<file path="src/design/first_fit_block_allocator_unit_defines.svh">
`ifndef FIRST_FIT_BLOCK_ALLOCATOR_UNIT_DEFINES_SVH
`define FIRST_FIT_BLOCK_ALLOCATOR_UNIT_DEFINES_SVH

// same-cycle implication on clk, disabled in reset
`define FFA_ASSERT_SAME(lbl, ante, cons, msg) \
	lbl: assert property (@(posedge clk) disable iff (!arst_n) (ante) |-> (cons)) \
		else $error(msg);

// next-cycle implication on clk, disabled in reset
`define FFA_ASSERT_NEXT(lbl, ante, cons, msg) \
	lbl: assert property (@(posedge clk) disable iff (!arst_n) (ante) |=> (cons)) \
		else $error(msg);

`endif

</file>
<file path="src/design/ffa_pkg.sv">
package ffa_pkg;

	localparam int ADDR_W = 32;
	localparam int SIZE_W = 24;
	localparam int CAP_W  = 25;
	localparam int STAT_W = 3;

	localparam logic OP_ALLOC = 1'b0;
	localparam logic OP_FREE  = 1'b1;

	typedef enum logic [STAT_W-1:0] {
		STAT_ALLOCATED = 3'd0,
		STAT_FREED     = 3'd1,
		STAT_NULL      = 3'd2,
		STAT_NO_SPACE  = 3'd3,
		STAT_UNKNOWN   = 3'd4
	} ffa_status_t;

	typedef enum logic [2:0] {
		ST_IDLE,
		ST_ROUND,
		ST_ASCAN,
		ST_SHIFT,
		ST_CARVE,
		ST_FSCAN
	} ffa_state_t;

	typedef struct packed {
		logic              start;
		logic [SIZE_W-1:0] size;
	} ffa_rnd_req_t;

	typedef struct packed {
		logic             done;
		logic [CAP_W-1:0] cap;
	} ffa_rnd_rsp_t;

endpackage

</file>
<file path="src/design/ffa_round.sv">
module ffa_round
	import ffa_pkg::*;
#(
	parameter int ALIGN_BYTES = 8
)
(
	input  logic         clk,
	input  logic         arst_n,
	input  ffa_rnd_req_t req,
	output ffa_rnd_rsp_t rsp
);

	localparam int SH_W  = CAP_W + $clog2(ALIGN_BYTES);
	localparam int RCP_W = CAP_W + 1;
	localparam int PRD_W = CAP_W + RCP_W;
	localparam logic [RCP_W-1:0] RECIP =
		RCP_W'(((64'd1 << SH_W) + 64'(ALIGN_BYTES - 1)) / 64'(ALIGN_BYTES));

	logic             run_q;
	logic [CAP_W-1:0] sum_q;
	logic [CAP_W-1:0] quo_q;
	logic [PRD_W-1:0] prod;

	// quotient by reciprocal multiply, exact over the whole sum range
	assign prod = PRD_W'(sum_q) * PRD_W'(RECIP);

	always_ff @(posedge clk or negedge arst_n) begin
		if (!arst_n) begin
			run_q <= 1'b0;
		end else begin
			run_q <= req.start;
		end
	end

	always_ff @(posedge clk) begin
		if (req.start) begin
			sum_q <= CAP_W'(req.size) + CAP_W'(ALIGN_BYTES - 1);
		end
		if (run_q) begin
			quo_q <= CAP_W'(prod >> SH_W);
		end
	end

	assign rsp.done = !run_q;
	assign rsp.cap  = quo_q * CAP_W'(ALIGN_BYTES);

endmodule
</file>
<file path="config.mk">
export PLATFORM = sky130hd
export DESIGN_NAME = ffa_round
export DESIGN_NICKNAME = d
export VERILOG_FILES = /design/src/design/first_fit_block_allocator_unit_defines.svh /design/src/design/ffa_pkg.sv /design/src/design/ffa_round.sv
export SDC_FILE = /design/constraint.sdc
export NUM_CORES = 1
export LEC_CHECK = 0
export ABC_AREA = 1
export BUFFER_PORTS_ARGS = -buffer_cell sky130_fd_sc_hd__clkbuf_2
export CAP_MARGIN = 10
export CORE_MARGIN = 2
export CORE_UTILIZATION = 31
export CTS_CLUSTER_DIAMETER = 40
export DETAILED_ROUTE_END_ITERATION = 10
export HOLD_SLACK_MARGIN = 0.05
export SLEW_MARGIN = 20
export SYNTH_ARGS = -nofsm -noshare
export SYNTH_HDL_FRONTEND = slang
export SYNTH_SLANG_ARGS = --single-unit
</file>
<file path="constraint.sdc">
create_clock -name clk -period 1.2 [get_ports clk]
set_input_delay 0.18 -clock clk [delete_from_list [all_inputs] [get_ports clk]]
set_output_delay 0.18 -clock clk [all_outputs]
set_load 0.02 [all_outputs]
</file>
After elaboration in Yosys (flattened, before gate mapping) --
Index checks and enable logic that the tools add are counted.
Word-level totals: register bits after elaboration 48, input bits 27, word-level logic and storage cells 5
Cells by class: $add $sub $neg 1, reductions and logical operators 1
Operators by type and width (number):
- 24-bit by 3-bit adder with 25-bit output (second input constant) | 1
- 1-bit logical NOT | 1

Logic depth before layout (Yosys ltp) --
depth after elaboration 1, gate-level depth with buffers 7, mapped depth without buffers 7

Worst setup path before layout --
Ideal clock, no wire load.
kind flip-flop to output port, from register run_q, to output port rsp[25] (netlist name), arrival 1.003 ns, required time 1.020 ns, path slack 0.017 ns, stages on the path, launching flop included 2, buffers on the path 0, path through dfrtp_1 > inv_1
RTL lines:
- from (decl) | line ffa_round.sv:19 | logic run_q;
- from (signal assigned) | line ffa_round.sv:31 | run_q <= req.start;
- to (decl) | line ffa_round.sv:10 | output ffa_rnd_rsp_t rsp

==> summary.md <==
For the setup slack of the critical path after layout, the log shows 0.100 ns. The internal power of the cells totals 0.00266 W. Number of gates resized after CTS: 0. For this run, the post-layout net count is 292. The total half-perimeter wirelength after legalization and detailed placement is 3270 µm, and the reported max-cap violation count is 0. The die covers 7090 µm². For the I/O pin count, the log shows 53.

Between clock sinks in the finished design, the worst skew comes to 0.00693 ns. The max-slew violation count was 0. IR analysis of the VDD net gives a maximum drop of 0.000493 V. The worst setup path is captured at an output port. The tools report the maximum number of pins on one net before global-route repair as 24. The sequential cell area is 1350 µm². Per report_power, the sequential group accounts for 55.3% of the total. The die outline width is 84.2 µm.

The run gives 1.02 ns as the endpoint required time on the critical path. The path depth of the worst reg2reg path works out to 1. The logs give 32.0% for the clock share of power and 56 for the DRC violation total after the first TritonRoute iteration. In this run switching power makes up 23.0% of total power. The tools report the portion of the post-synthesis area used by sequential elements as 67.5%. The clock latency reported for the late side of the worst-skew pair was 0.29 ns; the area added between synthesis and finish was 32.6%. Of the cells placed in the final design, the portion with a size suffix greater than 1 is 33.8%.

The cell area after synthesis was 1990 µm². The tree is rooted in a clkbuf_8. Once the clock tree was built, the setup fixing pass inserted 0 buffers. Wires add up to 4120 µm. The distinct cell type count after synthesis was 18. Counting along the longest clock path gives a buffer depth of 2. The worst hold slack after final layout is 0.183 ns, and the initial antenna violation count is 0.

The leftover overflow at the end of global routing was 0; the number of buffers added on ports was 49. The clock drives 45 sinks. For the final antenna diode count, the log shows 0. The register bit total from synthesis was 45. Global routing used 13.0% of the available tracks across all layers.

The detailed-routing iteration count for the pre-antenna-repair pass was 4; the DRC violations left was 0. The number of clock buffers added by TritonCTS is 5. The most common cell after layout, fill and taps aside is nand2_1. The depth of the CTS H-tree is 2, and the mean cell area of the mapped netlist is 10.8 µm². The run gives 7130 µm as the global-route wire length before repair.

The number of global-route vias before repair was 1502; the total chip power was 0.00346 W. Setup repair after global routing left no endpoint under its margin. STA classifies the critical path startpoint as a flop. In the finished design, the share of the clock period the worst path needs comes to 91.6%. The residual antenna-violating net count after detailed routing was 0; the top achievable clock speed was 909 MHz. In this run the power spent charging and discharging nets is 0.000795 W. The core footprint was 6280 µm². The run gives 0 as the final hold violation count.

The filler cells instantiated in the layout total 636. The maximum fanout along the worst path was 2; the detailed-route via count was 1484. The top cell types in the final layout, fill and taps aside, are nand2_1 (57), clkbuf_2 (49), edfxtp_1 (44), nor2_1 (34), buf_4 (22). For this design the ratio of total power to cell area is 1310 nW/µm². After detailed routing, the number of vias per cell comes to 4.33.

The tightest min-delay check is of the primary input to asynchronous set/reset pin type. The combinational cell fraction of total power was 12.7%; the number of placement rows was 29. The count of endpoints failing setup in the final report is 0.

The logs give -0.126 ns for the pre-CTS worst setup slack and 1.15 nW for the leakage power. The run gives 185 as the gate count of the mapped netlist. The total of warnings raised by yosys is 0. For this configuration, the core starts out at a cell density of 31.8%. Post-route minimum period: 1.10 ns. The flow ran to the end, and the final reports show no timing, DRC or antenna violations.

Dividing the detail-routed wire length by the instance count gives 12.0 µm. Clock-pin slew was measured on the worst setup and hold paths at 0.08 ns. Summing all multi-input logic gate instances after layout gives 577 µm². The tools report the arrival time of data at the critical path endpoint as 0.92 ns.

The last weighted congestion value of the routability-driven placer is 0.806. The worst setup path category was flop to output port. From bottom edge to top edge, the die measures 84.2 µm. TritonCTS built the clock tree.
==> worst paths after layout <==
check	startpoint	endpoint	slack, ns
setup / recovery	run_q	rsp[25]	0.10
max in group asynchronous	arst_n	run_q	0.93
min in group clk	req[24]	run_q	0.20
hold / removal	arst_n	run_q	0.18
setup reg to reg	run_q	quo_q[1]	0.33
hold reg to reg	sum_q[5]	quo_q[2]	0.42
==> cell usage after synthesis <==
master | number | area share [%]
nand2_1 | 57 | 11
edfxtp_1 | 44 | 66
nor2_1 | 34 | 6.4
inv_1 | 14 | 2.6
nand3b_1 | 7 | 2.6
xor2_1 | 6 | 2.6
nor2_2 | 5 | 1.6
buf_4 | 3 | 1.1
xnor2_1 | 3 | 1.3
nand2_2 | 2 | 0.63
nand3_1 | 2 | 0.50
nand4_1 | 2 | 0.63
conb_1 | 1 | 0.19
dfrtp_1 | 1 | 1.3
inv_2 | 1 | 0.19
nand3_2 | 1 | 0.50
nor2_4 | 1 | 0.56
o21ai_1 | 1 | 0.25
==> cell families after synthesis <==
group                  count (synthesis)  share of synthesized area, %
AND/OR/NAND/NOR                      111                          24.2
flip-flops                            45                          67.5
buffers and inverters                 18                          3.95
XOR/XNOR                               9                          3.95
AO/OA/AOI/OAI                          1                         0.251
other                                  1                         0.188
==> metrics by stage <==
step	cell area [µm²]	instances	utilization, %	setup TNS (ns)
6_report	2640	343	42.1	0
5_1_grt	2640	343	42.1	0
4_1_cts	2640	343	42.1	0
2_1_floorplan	2000	187	-	0
3_3_place_gp	2530	334	40.2	-0.300
3_5_place_dp	2530	334	40.2	-0.332
==> routing by layer <==
layer / share of wire, % / vias up / global-route usage, %
li1: - / 757 / -
met1: 43 / 677 / 16.7
met2: 49 / 44 / 21.1
met3: 6.7 / 6 / 3.64
met4: 1.8 / 0 / 4.55
met5: 0 / - / 0
==> worst max-delay path, stage by stage, from the launching register on <==
cell	delay (ns)
dfrtp_1	0.41
inv_1	0.06
clkbuf_2	0.15
==> state kept, by name, summed over array words and instances, names as in the netlist <==
name	count
run_q	1
quo_q	22
sum_q	22
==> power groups by stage <==
stage	sequential (W)	clock [W]	combinational, W
finish	0.00191	0.00111	0.000439
global route	0.00193	0.00123	0.000482
CTS	0.00192	0.00113	0.000445
detailed placement	0.00195	0	0.000441
global placement	0.00195	0	0.000439
floorplan	0.00205	0	0.000109
==> timing repair <==
item | CTS | global route
endpoints found under the setup margin | 0 | 0
endpoints found under the hold margin | 1 | 0
hold buffers | 1 | 0
==> cell type report <==
cell class	count	area share, %
Multi-Input combinational cell	124	21.8
Sequential cell	45	50.9
Tap cell	77	3.64
Timing Repair Buffer	74	17.4
Inverter	15	2.13
Clock inverter	2	1.33
Clock buffer	6	2.74
Note: power is estimated with default switching activity, not from simulation.
