`config.mk`:
```
export PLATFORM = sky130hd
export DESIGN_NAME = ffa_ram
export DESIGN_NICKNAME = d
export VERILOG_FILES = /design/src/design/first_fit_block_allocator_unit_defines.svh /design/src/design/ffa_ram.sv
export SDC_FILE = /design/constraint.sdc
export NUM_CORES = 1
export LEC_CHECK = 0
export ABC_AREA = 1
export BUFFER_PORTS_ARGS = -buffer_cell sky130_fd_sc_hd__buf_2
export CAP_MARGIN = 5
export CORE_ASPECT_RATIO = 1.1
export CORE_MARGIN = 10
export CORE_UTILIZATION = 51
export DETAILED_ROUTE_END_ITERATION = 16
export HOLD_SLACK_MARGIN = 0.06
export PLACE_DENSITY = 0.79
export SYNTH_ARGS = -nofsm -noshare
export SYNTH_HDL_FRONTEND = slang
export SYNTH_SLANG_ARGS = --single-unit
```
`constraint.sdc`:
```
create_clock -name clk -period 2.2 [get_ports clk]
set_input_delay 0.11 -clock clk [delete_from_list [all_inputs] [get_ports clk]]
set_output_delay 0.11 -clock clk [all_outputs]
set_load 0.005 [all_outputs]
```
`src/design/first_fit_block_allocator_unit_defines.svh`:
```
`ifndef FIRST_FIT_BLOCK_ALLOCATOR_UNIT_DEFINES_SVH
`define FIRST_FIT_BLOCK_ALLOCATOR_UNIT_DEFINES_SVH

// same-cycle implication on clk, disabled in reset
`define FFA_ASSERT_SAME(lbl, ante, cons, msg) \
	lbl: assert property (@(posedge clk) disable iff (!arst_n) (ante) |-> (cons)) \
		else $error(msg);

// next-cycle implication on clk, disabled in reset
`define FFA_ASSERT_NEXT(lbl, ante, cons, msg) \
	lbl: assert property (@(posedge clk) disable iff (!arst_n) (ante) |=> (cons)) \
		else $error(msg);

`endif

```
`src/design/ffa_ram.sv`:
```
module ffa_ram
#(
	parameter int WIDTH = 8,
	parameter int DEPTH = 64,
	parameter int AW    = (DEPTH > 1) ? $clog2(DEPTH) : 1
)
(
	input  logic             clk,
	input  logic             we,
	input  logic [AW-1:0]    waddr,
	input  logic [WIDTH-1:0] wdata,
	input  logic [AW-1:0]    raddr,
	output logic [WIDTH-1:0] rdata
);

	logic [WIDTH-1:0] mem_q [DEPTH];
	logic [WIDTH-1:0] rdata_q;

	always_ff @(posedge clk) begin
		if (we) begin
			mem_q[waddr] <= wdata;
		end
		rdata_q <= mem_q[raddr];
	end

	assign rdata = rdata_q;

endmodule

```
# After elaboration in Yosys (flattened, before gate mapping)
# Memory sizes are Yosys's and may differ from the RTL's. A register that Yosys moved wholly into a read port is not among the register bits.
# Cells that the tools add are included.
dict set report totals {
  out_inout_bits 8
  ramBits 512
  input_bits 22
  word_cells 3
  memories 1
  register_bits 0
}
# name depth word_bits rd rd_ports_with_merged_regs wr line
set memory_table {}
lappend memory_table {mem_q 64 8 1 1 1 ffa_ram.sv:16} ;# logic [WIDTH-1:0] mem_q [DEPTH];
dict set report classes {
  mux 2
}
# cell count
set op_table {}
lappend op_table {{1-bit two-way mux} 2}

# Logic depth before layout (Yosys ltp)
# Gate-level depths: netlist of run 1.
dict set report logic_depth {
  ltp_word 2
  depth_mapped 12
  ltp_nobuf 9
}

# Worst setup path before layout of run 1
# OpenSTA, ideal clock, no wires.
dict set report synth_timing {
  path_kind {input port to flip-flop}
  startpoint {input we}
  endpoint {memory mem_q[48][0], enable pin}
  path_slack_ps 324
  arrival_ps 1481
  cell_stages 3
  required_ps 1805
  cell_sequence {clkbuf_1 > nand4_1 > nor4_1}
}
dict set report synth_via {
  elab_chain_len 2
}
# item line
set synth_lines {}
lappend synth_lines {{start, declared} ffa_ram.sv:9} ;# input logic we,
lappend synth_lines {{1-bit two-way mux} ffa_ram.sv:20} ;# if (we) begin
lappend synth_lines {{1-bit two-way mux (not written as such)} ffa_ram.sv:21} ;# mem_q[waddr] <= wdata;
lappend synth_lines {{end, declared} ffa_ram.sv:16}
# No other way between the ends.

==> reports/results.txt, run 1 <==
Outcome: complete, no violations
Final nets: 1916
Layout cell share with drive strength beyond 1: 11.3%
Grt total ovfl: 0
Int Power: 16.3 mW
Comb pwr share: 6.4%
CTS H-Tree Depth: 2
Yosys top cell by area: edfxtp_1
Endpoints failing setup: 0
Post-CTS Setup Bufs: 0
Gpl congestion: 0.907
Placed inst area: 22500 sq um
Clk_skew: 0.0247 ns
Core Box Area: 41300 sq um
Area of the multi-input gates: 4950 sq um
Unrepaired setup endpoints after global routing: false
Overall Global Routing Usage: 20.6%
Leak: 8.86 nW
Tmin final: 1.90 ns
Vias in the first global route: 14283
Slew @ Worst Pin: 0.587 ns
Die H: 235 um
Final setup TNS: 0 ns
Worst endpoint data arrival time: 2.38 ns
Cells after Synth: 1805
Clock Sink Count: 520
Placement Setup Slack: 0.479 ns
Synth Net Count: 1827
Pin count of the biggest net entering global routing: 97
Fin. max-slew vios: 0
Clock Tree Root: clkbuf_16
DR WL/cell: 21.0 um
DRT Pass-1 Iters: 6
Setup CP Type: input pin to register
Switch share: 21.9%
Die Area: 50400 sq um
First-pass GRT wire length: 80800 um
Dpl hpwl: 32200 um
Drt first-iter violations: 1804
CTS clk-pin slew, worst paths: 0.06 ns
PortBufs: 29
TritonCTS clock tree: done
Top post-synthesis cells by area: edfxtp_1, nand2_1, nand3_1
CTS Buf Count: 51
Sequential cell area: 15500 sq um
Max-cap violations: 0
Die X: 215 um
Vias: 14387
Top fanout value on the critical path: 17
Max-slew headroom: 60.8%
Post-route clock period utilization: 86.5%
Clock share of power: 40.9%
Reg power frac: 52.8%
Post-synthesis cell area: 21300 sq um
CTS max path bufs: 3
Final-report hold violation count: 0
Final worst setup slack: 0.297 ns
Initial antenna violation count: 7
Peak VDD IR: 0.000646 V
Post-route DRC: 0
Final ANT Viol Nets: 0
Synth unique cells: 16
Area growth syn-to-layout: 13.3%
Fillers: 3116
Row Count: 78
PD cells: 863 nW/um^2
Worst EP required: 2.68 ns
Post-synth top area share: 72.0%
Worst-skew pair later-pin latency: 0.59 ns
Sw Pwr: 4.56 mW
Design area: 24200 sq um
Synth Warn #: 0
Num ports: 30
Fmax: 526 MHz
Post-synthesis average cell area: 11.8 sq um
Sequential area share after synthesis: 72.8%
Starting Density: 51.7%
Via/cell ratio: 5.75
Yosys reg bits: 520
Crit path launch type: input pin
Nature of the critical path endpoint: register
Hold Crit Class: input pin to register
WL final: 52500 um
==> worst paths after layout <==
path	startpoint	end	slack (ns)	cells after the start
worst max-delay path	raddr[4]	rdata[0]	0.30	7
worst min-delay path	wdata[0]	mem_q[43][0]	0.07	2
worst max register to register	mem_q[33][0]	rdata[0]	0.43	9
worst min register to register	mem_q[62][2]	rdata[2]	0.84	8
==> metrics by stage <==
step	hold slack [ns]	power, mW	utilization (%)	instances
final	0.0747	20.9	58.6	2500
after global routing	0.0662	21.5	58.6	2497
after global placement	0.491	12.5	54.5	2396
after detailed placement	0.487	12.5	54.5	2396
after floorplan	0.209	12.0	-	1805
after CTS	0.0606	20.9	58.6	2495
==> layout by cell type (no fill, tap or decap), types with 6 or more instances in the layout <==
| master | netlist | final |
|---|---|---|
| nand2_1 | 648 | 648 |
| edfxtp_1 | 512 | 512 |
| nand3_1 | 439 | 439 |
| buf_4 | 14 | 97 |
| nor2_1 | 56 | 56 |
| clkbuf_16 | 0 | 51 |
| buf_2 | 37 | 27 |
| buf_12 | 0 | 19 |
| clkinv_1 | 0 | 13 |
| clkbuf_1 | 15 | 10 |
| inv_1 | 10 | 9 |
| nand4_1 | 9 | 9 |
| nor4_1 | 8 | 8 |
| clkinv_2 | 0 | 8 |
| dfxtp_1 | 8 | 8 |
| bufinv_16 | 0 | 6 |
==> sequential cells by signal, summed over array words and instances (netlist names) <==
| register | count |
|---|---|
| mem_q | 512 |
| rdata | 8 |
==> cell usage after synthesis <==
cell type    n
inv_6        1
buf_8        2
inv_1       10
nor2_1      56
buf_6       35
nor4_1       8
nand4_1      9
nand3_1    439
buf_1       10
edfxtp_1   512
buf_4       14
dfxtp_1      8
nand2_1    648
clkbuf_1    15
inv_2        1
buf_2       37
==> layout make-up <==
type                    instances  area share (%)
multi-input cells            1160            20.5
diodes                          5          0.0517
well taps                     560            2.90
clock inverters                33            1.32
flip-flops and latches        520            64.2
repair buffers                149            5.40
clock buffers                  61            5.43
inverters                      12           0.217
==> cell families (layout without fill, tap and decap cells) <==
group	count (synthesis)	after routing	share of synthesized area (%)
other	0	5	0
DFF	520	520	72.8
buffers and inverters	125	255	4.02
and+or+nand+nor	1160	1160	23.2
==> power by group through the flow <==
stage               sequential (mW)  combinational (mW)  clock [mW]
finish                         11.0                1.33        8.52
floorplan                      11.2               0.771           0
detailed placement             11.2                1.30           0
CTS                            11.0                1.31        8.59
global placement               11.2                1.28           0
global route                   11.0                1.44        9.04
==> metal layers <==
layer | track usage (%) | up-vias | share of wire (%) | routed length (um)
li1 | - | 6532 | - | -
met2 | 33.9 | 806 | 48 | 25200
met3 | 4.87 | 135 | 11 | 5650
met4 | 7.66 | 6 | 3.1 | 1630
met5 | 0 | - | 0.071 | 37
met1 | 26.4 | 6908 | 38 | 20000
==> critical path, stage by stage <==
cell	delay (ns)
dlygate4sd3_1	0.56
buf_2	0.25
inv_1	0.49
nand3_1	0.23
nand3_1	0.13
dlygate4sd3_1	0.55
nand2_1	0.04
==> timing repair <==
| action | in CTS | in global routing |
|---|---|---|
| setup endpoints to repair | 0 | 0 |
| hold endpoints to repair | 28 | 0 |
| gates resized for setup | 0 | 0 |
| hold buffers | 5 | 0 |
No activity file was read; power rests on OpenSTA's default activity.
==> run 2, diff against run 1 <==
clock period = 2.3 ns   (was 2.2 ns; I/O delays follow)
==> reports/results.txt, run 2 (same netlist as run 1, synthesis figures left out) <==
Area growth syn-to-layout: 12.7% (was 13.3%)
Largest register FFs: 512 (unchanged)
CTS H-Tree Depth: 2 (unchanged)
Worst endpoint data arrival time: 1.86 ns (was 2.38 ns)
R2R Setup Slk: 0.89 ns (was 0.43 ns)
Fin. max-slew vios: 0 (unchanged)
Nature of the critical path endpoint: register (unchanged)
Grt total ovfl: 0 (unchanged)
WHS Path Cells: 2 (unchanged)
Via/cell ratio: 5.85 (was 5.75)
Endpoints failing setup: 0 (unchanged)
First-pass GRT wire length: 80900 um (was 80800 um)
TritonCTS clock tree: done (unchanged)
Design area: 24100 sq um (was 24200 sq um)
Final ANT Viol Nets: 0 (unchanged)
Leak: 8.79 nW (was 8.86 nW)
Tmin final: 1.41 ns
Core Box Area: 41300 sq um (unchanged)
WL final: 52600 um (was 52500 um)
Die Area: 50400 sq um (unchanged)
DRT Pass-1 Iters: 6 (unchanged)
Worst EP required: 2.75 ns (was 2.68 ns)
Max-slew headroom: 52.3% (was 60.8%)
Final setup TNS: 0 ns (unchanged)
Worst-skew pair later-pin latency: 0.57 ns (was 0.59 ns)
Placement Setup Slack: 0.568 ns (was 0.479 ns)
WP depth: 8 (was 7)
Largest Register: mem_q (unchanged)
Setup CP Type: register to register (was input pin to register)
Overall Power: 19.8 mW (was 20.9 mW)
Worst Reg-to-Reg Cells: 8 (was 9)
Die H: 235 um (unchanged)
CP top delay family: simple AND/OR/NAND/NOR gates (was buffers and inverters)
Hold Crit Class: input pin to register (unchanged)
CTS Buf Count: 50 (was 51)
Final nets: 1903 (was 1916)
Placed Cells: 2387 (was 2396)
Most frequent cells in the layout: nand2_1, edfxtp_1, nand3_1 (unchanged)
Unrepaired setup endpoints after global routing: false (unchanged)
Overall Global Routing Usage: 20.5% (was 20.6%)
Starting Density: 51.7% (unchanged)
Die X: 215 um (unchanged)
Slew @ Worst Pin: 0.715 ns (was 0.587 ns)
PortBufs: 29 (unchanged)
CTS resizes: 0 (unchanged)
Fmax: 708 MHz
Fillers: 3135 (was 3116)
CTS max path bufs: 3 (unchanged)
Clk_skew: 0.0212 ns (was 0.0247 ns)
Post-route clock period utilization: 61.4%
Vias: 14499 (was 14387)
CTS clk-pin slew, worst paths: 0.06 ns (about the same)
DR WL/cell: 21.2 um (was 21.0 um)
Final-report hold violation count: 0 (unchanged)
Area of the multi-input gates: 4950 sq um (unchanged)
Clock Sink Count: 520 (unchanged)
Gpl congestion: 0.902 (was 0.907)
CP max stage delay: 0.38 ns (was 0.56 ns)
Top fanout value on the critical path: 1 (was 17)
Crit-path cells: nand2_1 -> nand3_1 -> nand3_1 -> nand2_1 -> nand2_1 -> nand3_1 -> nand3_1 -> nand2_1 (was dlygate4sd3_1 -> buf_2 -> inv_1 -> nand3_1 -> nand3_1 -> dlygate4sd3_1 -> nand2_1)
Hold buffer count at cts: 2 (was 5)
Post-route DRC: 0 (unchanged)
Final core occ: 58.3% (was 58.6%)
Pin count of the biggest net entering global routing: 123 (was 97)
Most common cell after layout, fill and taps aside: nand2_1 (unchanged)
Initial antenna violation count: 6 (was 7)
PD cells: 822 nW/um^2 (was 863 nW/um^2)
Num ports: 30 (unchanged)
Sequential cell area: 15500 sq um (unchanged)
CP max stage cell: edfxtp_1 (was dlygate4sd3_1)
Clock Tree Root: clkbuf_16 (unchanged)
Placed inst area: 22400 sq um (was 22500 sq um)
Max-cap violations: 0 (unchanged)
Final worst setup slack: 0.888 ns (was 0.297 ns)
Drt first-iter violations: 1934 (was 1804)
Outcome: complete, no violations (unchanged)
Final hold slack: 0.0687 ns (was 0.0747 ns)
Post-CTS Setup Bufs: 0 (unchanged)
Row Count: 78 (unchanged)
Buf+Inv Stages, Crit Path: 0 (was 4)
Dpl hpwl: 31300 um (was 32200 um)
Layout cell share with drive strength beyond 1: 11.0% (was 11.3%)
Cell Count, Final, Fillers Out: 2480 (was 2500)
Crit path launch type: register (was input pin)
Peak VDD IR: 0.000542 V (was 0.000646 V)
Vias in the first global route: 13921 (was 14283)
run 2: cell type report:
class	count	share of cell area [%]
repair buffers	137	5.12
inverters	12	0.218
multi-input cells	1160	20.6
diodes	3	0.0312
clock inverters	24	0.921
well taps	560	2.91
clock buffers	64	5.63
flip-flops and latches	520	64.6
run 2: worst paths after layout:
kind,startpoint,end
worst min register to register,mem_q[60][1],rdata[1]
worst min-delay path,wdata[0],mem_q[30][0]
worst max-delay path,mem_q[29][0],rdata[0]
worst max register to register,mem_q[29][0],rdata[0]
run 2: worst register-to-register path: stages (launching register included):
cell and delay [ns]:
edfxtp_1 0.38, nand2_1 0.08, nand3_1 0.09, nand3_1 0.14, nand2_1 0.09, nand2_1 0.08, nand3_1 0.18, nand3_1 0.19
nand2_1 0.07
run 2: layer usage:
layer	vias to the layer above	track usage, %	wire length [um]
li1	6499	-	-
met2	900	33.9	25400
met3	117	4.44	6010
met1	6979	26.8	19800
met4	4	6.49	1430
met5	-	0	34
run 2: power breakdown:
part	leakage, nW	total (mW)	switching, mW	internal (mW)
registers	4.67	10.5	0.0420	10.5
clock network	0.776	7.97	3.38	4.59
logic	3.35	1.27	0.917	0.352
total	8.79	19.8	4.34	15.4
==> run 3, diff against run 2 <==
clock period = 1.33 ns   (was 2.3 ns; I/O delays follow)
==> reports/results.txt, run 3 (same netlist as run 1, synthesis figures left out) <==
Outcome: complete, no violations (unchanged)
Initial antenna violation count: 3 (was 6)
Worst EP required: 1.81 ns (was 2.75 ns)
R2R Setup Slk: 0.03 ns (was 0.89 ns)
CP max stage cell: edfxtp_1 (unchanged)
Most frequent cells in the layout: nand2_1, edfxtp_1, nand3_1 (unchanged)
Fillers: 2900 (was 3135)
Die H: 235 um (unchanged)
Area growth syn-to-layout: 18.0% (was 12.7%)
Vias: 14846 (was 14499)
Layout cell share with drive strength beyond 1: 15.8% (was 11.0%)
Final core occ: 61.0% (was 58.3%)
Top fanout value on the critical path: 1 (unchanged)
Tmin final: 1.30 ns (was 1.41 ns)
Pin count of the biggest net entering global routing: 65 (was 123)
Overall Power: 34.7 mW (was 19.8 mW)
Fin. max-slew vios: 0 (unchanged)
Grt total ovfl: 0 (unchanged)
Nature of the critical path endpoint: register (unchanged)
First-pass GRT wire length: 83700 um (was 80900 um)
Worst-skew pair later-pin latency: 0.58 ns (was 0.57 ns)
Placed Cells: 2432 (was 2387)
Cell Count, Final, Fillers Out: 2533 (was 2480)
Fmax: 767 MHz (was 708 MHz)
Max-slew headroom: 70.3% (was 52.3%)
Crit path launch type: register (unchanged)
PD cells: 1380 nW/um^2 (was 822 nW/um^2)
Worst endpoint data arrival time: 1.78 ns (was 1.86 ns)
Switch share: 22.2% (was 22.0%)
Endpoints failing setup: 0 (unchanged)
Gpl congestion: 0.909 (was 0.902)
Largest register FFs: 512 (unchanged)
Num ports: 30 (unchanged)
Overall Global Routing Usage: 21.3% (was 20.5%)
Comb pwr share: 7.3% (was 6.4%)
Die Area: 50400 sq um (unchanged)
Largest Register: mem_q (unchanged)
Final worst setup slack: 0.0268 ns (was 0.888 ns)
Post-CTS Setup Bufs: 0 (unchanged)
WL final: 54400 um (was 52600 um)
Row Count: 78 (unchanged)
Peak VDD IR: 0.000881 V (was 0.000542 V)
Clk_skew: 0.0143 ns (was 0.0212 ns)
Starting Density: 51.7% (unchanged)
Clock Sink Count: 520 (unchanged)
Die X: 215 um (unchanged)
Final-report hold violation count: 0 (unchanged)
Slew @ Worst Pin: 0.445 ns (was 0.715 ns)
Vias in the first global route: 14679 (was 13921)
Clock Tree Root: clkbuf_16 (unchanged)
CTS clk-pin slew, worst paths: 0.06 ns (about the same)
Setup CP Type: register to register (unchanged)
Leak: 9.20 nW (was 8.79 nW)
Dpl hpwl: 32700 um (was 31300 um)
Post-route DRC: 0 (unchanged)
Most common cell after layout, fill and taps aside: nand2_1 (unchanged)
Max-cap violations: 0 (unchanged)
Placement Setup Slack: -0.257 ns (was 0.568 ns)
Core Box Area: 41300 sq um (unchanged)
Hold Crit Class: input pin to register (unchanged)
Via/cell ratio: 5.86 (was 5.85)
Int Power: 27.0 mW (was 15.4 mW)
DR WL/cell: 21.5 um (was 21.2 um)
Reg power frac: 52.4% (was 53.3%)
CTS H-Tree Depth: 2 (unchanged)
TritonCTS clock tree: done (unchanged)
Buf+Inv Stages, Crit Path: 0 (unchanged)
CP top delay family: simple AND/OR/NAND/NOR gates (unchanged)
DRT Pass-1 Iters: 6 (unchanged)
Post-route clock period utilization: 98.0% (was 61.4%)
CTS max path bufs: 3 (unchanged)
Final nets: 1956 (was 1903)
Final ANT Viol Nets: 0 (unchanged)
ANT cells: 0 (was 3)
CP max stage delay: 0.40 ns (was 0.38 ns)
PortBufs: 29 (unchanged)
Crit-path cells: nand2_1 -> nand3_1 -> nand3_1 -> nand2_1 -> nand2_1 -> nand3_1 -> nand3_1 -> nand2_1 (unchanged)
CTS Buf Count: 50 (unchanged)
Drt first-iter violations: 1955 (was 1934)
Sw Pwr: 7.72 mW (was 4.34 mW)
Clock share of power: 40.3% (about the same)
==> run 3: final timing paths <==
kind,depth (start not counted),end,from
max,8,rdata[2],mem_q[44][2]
min,3,mem_q[56][0],waddr[4]
max reg2reg,8,rdata[2],mem_q[44][2]
min reg2reg,8,rdata[0],mem_q[60][0]
==> run 3: stage by stage <==
stage,cell area (sq um),hold slack (ns),setup TNS (ns)
global route,25200,0.175,-0.0138
CTS,25100,0.125,0
detailed placement,23400,0.442,-4.22
finish,25200,0.132,0
global placement,23400,0.452,-1.83
floorplan,21700,0.165,-57.33
==> run 3: power groups by stage <==
| stage | logic [mW] | clock network (mW) | registers (mW) |
|---|---|---|---|
| 3_5_place_dp | 2.42 | 0 | 18.5 |
| 6_report | 2.52 | 14.0 | 18.2 |
| 3_3_place_gp | 2.35 | 0 | 18.5 |
| 4_1_cts | 2.46 | 14.1 | 18.2 |
| 5_1_grt | 2.70 | 14.8 | 18.2 |
| 2_1_floorplan | 1.34 | 0 | 18.5 |
==> run 3: area by class of cell <==
class,instances,area [sq um],area share (%)
Inverter,12,71.3,0.283
Sequential cell,520,15500,61.7
Multi-Input combinational cell,1160,5210,20.7
Timing Repair Buffer,190,2050,8.14
Clock inverter,30,290,1.15
Tap cell,560,701,2.78
Clock buffer,61,1320,5.26
==> run 3: per-layer routing <==
metal / vias to the layer above / part of all wire, % / global-route usage [%] / wire length (um)
met3: 160 / 10 / 3.85 / 5680
li1: 6609 / - / - / -
met4: 6 / 4.5 / 9.97 / 2440
met5: - / 0.072 / 0 / 39
met2: 920 / 49 / 36.2 / 26600
met1: 7151 / 36 / 26.4 / 19700
==> run 3: timing repair <==
action                                  CTS  global route
pin swaps                                 0             2
endpoints found under the hold margin   470             0
gates resized for setup                   1            12
hold buffers                             10             0
endpoints found under the setup margin    1             7
==> run 3: worst reg2reg max path: cells and delay by family (launching register included) <==
kind	cells	cell delay, ns
flip-flops	1	0.40
AND/OR/NAND/NOR	8	0.81
